--- src/rtl/mpe_pkg.sv ---
// Shared constants, codes, types and helper functions of the matrix product engine.
`timescale 1ns / 1ps
`default_nettype none

package mpe_pkg;

    // Matrix geometry and element format
    localparam int MAX_DIM   = 16;
    localparam int ELEM_BITS = 16;

    // Fixed field widths of the channels
    localparam int OP_BITS      = 2;
    localparam int IDX_BITS     = 4;
    localparam int VALUE_BITS   = 16;
    localparam int PROD_BITS    = 36;
    localparam int SIZE_BITS    = 5;
    localparam int REG_IDX_BITS = 2;

    // Derived storage geometry
    localparam int RAM_DEPTH = MAX_DIM * MAX_DIM;
    localparam int ADDR_BITS = $clog2(RAM_DEPTH);
    localparam int DIM_BITS  = $clog2(MAX_DIM);
    localparam int MUL_BITS  = 2 * ELEM_BITS;

    // Request opcodes; the fourth code is ignored
    typedef enum logic [OP_BITS-1:0] {
        OP_WR_A = 2'd0,
        OP_WR_B = 2'd1,
        OP_READ = 2'd2
    } op_t;

    // Configuration register indexes
    typedef enum logic [REG_IDX_BITS-1:0] {
        REG_ROWS_A    = 2'd0,
        REG_INNER_DIM = 2'd1,
        REG_COLS_B    = 2'd2
    } reg_idx_t;

    // Controller to datapath
    typedef struct packed {
        logic wr_a;        // write beat for A
        logic wr_b;        // write beat for B
        logic start_read;  // product request accepted
        logic issue;       // fetch the next term
        logic load_out;    // move result into output register
    } mpe_cmd_t;

    // Datapath to controller
    typedef struct packed {
        logic skip;        // incoming request needs no terms
        logic last_term;   // current term is the last one
        logic pipe_busy;   // terms still in flight
    } mpe_sts_t;

    // Register value limited to the storage size
    function automatic logic [SIZE_BITS-1:0] eff_size(input logic [SIZE_BITS-1:0] r);
        return (r > SIZE_BITS'(MAX_DIM)) ? SIZE_BITS'(MAX_DIM) : r;
    endfunction

    // Storage address of element (row, col)
    function automatic logic [ADDR_BITS-1:0] elem_addr(input logic [IDX_BITS-1:0] r,
                                                       input logic [IDX_BITS-1:0] c);
        return ADDR_BITS'(r) * ADDR_BITS'(MAX_DIM) + ADDR_BITS'(c);
    endfunction

    // Input value sign extended, then cut to the element width
    function automatic logic signed [ELEM_BITS-1:0] to_elem(
        input logic signed [VALUE_BITS-1:0] v);
        logic signed [31:0] w;
        w = 32'(v);
        return w[ELEM_BITS-1:0];
    endfunction

    // Term product brought to the accumulator width
    function automatic logic [PROD_BITS-1:0] to_acc(input logic signed [MUL_BITS-1:0] p);
        logic signed [63:0] w;
        w = 64'(p);
        return w[PROD_BITS-1:0];
    endfunction

endpackage

`default_nettype wire

--- src/rtl/mpe_ctrl.sv ---
// Controller: request decode, term sequencing and result handshake.
`timescale 1ns / 1ps
`default_nettype none

module mpe_ctrl import mpe_pkg::*; (
    input  wire logic               clk,
    input  wire logic               rst_n,
    input  wire logic               req_valid,
    input  wire logic [OP_BITS-1:0] req_op,
    output logic                    req_ready,
    output logic                    rsp_valid,
    input  wire logic               rsp_ready,
    output mpe_cmd_t                cmd,
    input  wire mpe_sts_t           sts
);

    typedef enum logic [2:0] {
        ST_IDLE   = 3'b001,
        ST_RUN    = 3'b010,
        ST_FINISH = 3'b100
    } ctl_state_t;

    ctl_state_t state_reg, state_next;
    logic       out_valid_reg, out_valid_next;
    logic       accept, out_free;

    assign req_ready = (state_reg == ST_IDLE);
    assign accept    = req_valid && req_ready;
    assign out_free  = !out_valid_reg || rsp_ready;
    assign rsp_valid = out_valid_reg;

    // Next state and commands
    always_comb
    begin
        state_next     = state_reg;
        cmd            = '0;
        cmd.wr_a       = accept && (req_op == OP_WR_A);
        cmd.wr_b       = accept && (req_op == OP_WR_B);
        cmd.start_read = accept && (req_op == OP_READ);
        case (state_reg)
            ST_IDLE:
            begin
                if (cmd.start_read)
                begin
                    state_next = sts.skip ? ST_FINISH : ST_RUN;
                end
            end
            ST_RUN:
            begin
                cmd.issue = 1'b1;
                if (sts.last_term)
                begin
                    state_next = ST_FINISH;
                end
            end
            ST_FINISH:
            begin
                if (!sts.pipe_busy && out_free)
                begin
                    cmd.load_out = 1'b1;
                    state_next   = ST_IDLE;
                end
            end
            default:
            begin
                state_next = ST_IDLE;
            end
        endcase
    end

    // Output register occupancy
    always_comb
    begin
        out_valid_next = out_valid_reg;
        if (cmd.load_out)
        begin
            out_valid_next = 1'b1;
        end
        else if (rsp_ready)
        begin
            out_valid_next = 1'b0;
        end
    end

    always_ff @(posedge clk or negedge rst_n)
    begin
        if (!rst_n)
        begin
            state_reg     <= ST_IDLE;
            out_valid_reg <= 1'b0;
        end
        else
        begin
            state_reg     <= state_next;
            out_valid_reg <= out_valid_next;
        end
    end

endmodule

`default_nettype wire

--- config.mk ---
export PLATFORM = sky130hd
export DESIGN_NAME = mpe_ctrl
export DESIGN_NICKNAME = d
export VERILOG_FILES = /design/src/rtl/mpe_pkg.sv /design/src/rtl/mpe_ctrl.sv
export SDC_FILE = /design/constraint.sdc
export NUM_CORES = 1
export LEC_CHECK = 0
export ABC_CLOCK_PERIOD_IN_PS = 1900
export BUFFER_PORTS_ARGS = -buffer_cell sky130_fd_sc_hd__buf_2
export CORE_AREA = 5 5 42 44
export CTS_CLUSTER_DIAMETER = 50
export CTS_CLUSTER_SIZE = 12
export DETAILED_ROUTE_END_ITERATION = 7
export DIE_AREA = 0 0 47 49
export SLEW_MARGIN = 20
export SYNTH_ARGS = -nofsm -noshare
export SYNTH_HDL_FRONTEND = slang
export SYNTH_SLANG_ARGS = --single-unit
export TNS_END_PERCENT = 5
--- constraint.sdc ---
create_clock -name clk -period 1.9 [get_ports clk]
set_input_delay 0.19 -clock clk [delete_from_list [all_inputs] [get_ports clk]]
set_output_delay 0.19 -clock clk [all_outputs]
set_load 0.05 [all_outputs]
# == After elaboration in Yosys (flattened, before gate mapping) ==
# Index checks and enable logic that the tools add are counted.
# word_totals
regBits,4
inputBits,9
out_inout_bits,7
wordCells,31
# classes
eq_ne,8
muxes,10
n_reduce_logical,11
# ops
op,n
$mux 3,4
$pmux 3 s3,1
$logic_and 1x1->1,5
$mux 1,5
$ne 2x2->1 const B,2
$eq 3x1->1 const B,1
$eq 3x2->1 const B,1
$eq 3x3->1 const B,1
$reduce_and 3->1,1
$eq 2x1->1 const B,1
$eq 2x2->1 const B,1
$logic_not 1->1,2
$logic_not 2->1,1
$ne 2x1->1 const B,1
$reduce_bool 2->1,1
$logic_or 1x1->1,1

# == Logic depth before layout (Yosys ltp) ==
# logic_depth
depth_word,6
mapped_depth,4
ltp_nobuf,4

# == Worst setup path after synthesis ==
# OpenSTA, ideal clock, no wires.
# synth_path
path_type,register to output
start,register state_reg[0]
end,output port cmd[3] (netlist bit)
arrival_time_ns,2.038
required_time_ns,1.710
setup_slack_ns,-0.328
path_stages_with_launch,3
path_buffers,0
path_cell_list,dfstp_2 > or3b_4 > nor3_1
# synth_rtl
element,line_no,source
start: declaration,mpe_ctrl.sv:23,"ctl_state_t state_reg, state_next;"
start signal: assignment,mpe_ctrl.sv:94,state_reg <= state_next;
end: declaration,mpe_ctrl.sv:13,"output mpe_cmd_t cmd,"

==> flow_summary.ini <==
[layout]
layout.area.seq_um2 = 101
fillers = 160
num_antenna_cells = 0
largest_reg_flops = 3
drive_above_1_share_pct = 59.1
syn_to_final_growth_pct = 54.7
fin_nets = 54
multi_input_gate_area_in_the_final_layout_um2 = 143
final_util_pct = 28.0
fin_cells = 60

[synthesis]
synth.avg_cell_area_um2 = 10.6
yosys_register_bits = 4
post_synth_num_cell_types = 18
synthTopCellsByCount = dfrtp_1 (3), inv_1 (2), nand2_1 (2), nand3b_1 (2), nor2_1 (2)
yosys.area.top_type_share_pct = 29.6
ys_top_cells_by_area = dfrtp_1 (30%), dfstp_2 (10%), o32ai_2 (6.4%)
post_synth_inst_count = 24
share_of_synthesized_area_occupied_by_flip_flops_and_latches_pct = 39.9
dominantRegCellSynth = dfrtp_1
syn-cell-area_um2 = 254
postSynthNetCount = 33
ys_warn_count = 0
synth-async-reset-ratio_pct = 100
number_of_enable_type_register_cells_in_the_synthesized_netlist = 0
post-synth-top-count-cell = dfrtp_1
synth_top_area_cell = dfrtp_1

[timing]
finalMaxSlewViolations = 0
max_clock_freq_ghz = 0.536
final-setup-viol-count = 0
period_needed_ns = 1.87
relSlewSlack_pct = 69.2
grt_setup_unrepaired = true
worst_slack_ns = 0.0346
setup-tns-final_ns = 0
fin_worst_skew_ns = 0.00260
final.period_utilization_pct = 98.2
whs_ns = 0.173
finalHoldViolations = 0
worst_pin_slew_ns = 0.460

[worst_hold_path]
holdCritPathClass = primary input to flip-flop
hold-path-cell-count = 2
hold_end = state_reg[1]
min-delay-start = sts[1]

[pwr]
power.leakage_nw = 0.211
maximum_vdd_ir_drop_mv = 0.502
power.combinational.fraction_pct = 47.8
power_report.internal_total_mw = 0.266
power.share.clock_pct = 26.6
power_switching_mw = 0.204
switching_share_pct = 43.4
power_density_nw_per_um2 = 1200
seq_power_share_pct = 25.6

[critical_path]
timing.critical_path.to_type = primary output
reg2reg_slack_ns = 0.48
r2r-end = state_reg[1]
timing.reg2reg.worst_path_depth = 3
worst_setup_path_start_kind = flip-flop
crit_required_ns = 1.71
regToRegStartpoint = state_reg[0]
startpoint = state_reg[0]
critPathKind = flip-flop to primary output
cpPeakStageDelay_ns = 0.53
signal_arrival_time_at_the_worst_endpoint_ns = 1.68
critical_path.slowest_cell = dfstp_2
crit_fanout = 5
crit_chain = or3b_4, nor4b_2, buf_4

[die]
std_cell_rows = 14
die_outline_area_um2 = 2300
initial_core_util_pct = 18.1
die_wd_um = 47
fp.dieH_um = 49
ioPinCount = 16
floorplan.core_area_um2 = 1400

[global_route]
grt_start_max_net_pins = 6
grt_first_pass_wirelength_um = 1190
first_global_vias = 280
grt_remaining_overflow = 0
antenna_found_initial = 0
track_usage_pct = 7.76

[clock_tree]
tritoncts_clock_tree = built
cts_root_buffer = clkbuf_4
cts.reportedPaths.clkPinSlew_ns = 0.05
cts_sinks = 4
max-clock-path-buffers = 2
tritoncts_buffers = 3
clkLatencyLatePin_ns = 0.24
h_tree_levels = 1

[placement]
gpl_congestion = 0.679
dpl.cell_count = 54
dp.final_hpwl_um = 566
port_buffers = 15
pre_cts_slack_ns = 0.238

[routing]
post_drt_wl_per_cell_um = 11.9
routed_wl_um = 715
postRouteAntennaNets = 0
vias = 256
avgViaCountPerCell = 4.27
dr.first_iter.drc_count = 6
route.detailed.drc = 0
firstDrtPassIters = 4

[flow_run]
drv.max_cap_violation_count = 0

[status]
result_of_the_run = completed
[power by group through the flow]
stage	Sequential, mW	Clock, mW	Combinational (mW)
floorplan	0.122	0	0.159
finish	0.120	0.125	0.225
detailed placement	0.120	0	0.208
global route	0.124	0.139	0.241
global placement	0.119	0	0.204
CTS	0.119	0.129	0.211
[kinds of logic after synthesis]
logic type,Yosys count,share of synthesized area (%)
AOI/OAI and AO/OA,4,17.7
buffers and inverters,3,5.91
DFF,4,39.9
and+or+nand+nor,13,36.5
[stage by stage]
step / area, um^2 / power (mW)
after global routing: 393 / 0.503
after floorplan: 259 / 0.281
after global placement: 347 / 0.323
final: 393 / 0.470
after CTS: 385 / 0.459
after detailed placement: 347 / 0.328
[area by class of cell]
| type | instances | share of cell area [%] |
|---|---|---|
| clock buffers | 4 | 6.69 |
| inverters | 2 | 1.91 |
| multi-input cells | 17 | 36.3 |
| flip-flops and latches | 4 | 25.8 |
| well taps | 16 | 5.10 |
| repair buffers | 17 | 24.2 |
[cells in the final DEF, fill, tap and decap left out]
cell           netlist  layout
dlygate4sd3_1        0       1
a221o_2              1       1
nor4b_2              1       1
clkbuf_4             0       3
nand3b_1             2       2
dfstp_2              1       1
dfrtp_1              3       3
nor2b_1              1       1
or3b_4               1       1
clkbuf_1             0       1
nand2b_1             1       1
buf_4                1       2
buf_2                0      14
nand2_1              2       2
inv_1                2       2
nor2_4               1       1
nor3b_1              1       1
o211a_1              1       1
nor2_1               2       2
nor3_2               0       1
o32ai_2              1       1
o31ai_1              1       1
[how the worst max path moves through the flow]
stage,to,cells after the start
floorplan,state_reg[2],2
global placement,cmd[4],3
detailed placement,cmd[4],3
CTS,cmd[4],3
global route,cmd[4],3
finish,cmd[4],3
[metal layers]
| layer | vias up | global-route usage, % | part of all wire (%) |
|---|---|---|---|
| met3 | 2 | 2.21 | 9.4 |
| met2 | 10 | 9.73 | 49 |
| li1 | 127 | - | - |
| met5 | - | 0 | 0 |
| met4 | 0 | 11.1 | 3.5 |
| met1 | 117 | 8.19 | 38 |
[critical path, delay by kind of cell (launching register included)]
| family | cells | cell delay [ns] |
|---|---|---|
| buffers and inverters | 1 | 0.24 |
| DFF | 1 | 0.53 |
| and+or+nand+nor | 2 | 0.67 |
[timing repair]
item | CTS | global route
setup buffers | 0 | 1
endpoints found under the hold margin | 4 | 0
gates resized for setup | 1 | 0
hold buffers | 1 | 0
setup endpoints to repair | 1 | 1
No activity file was read; power rests on OpenSTA's default activity.
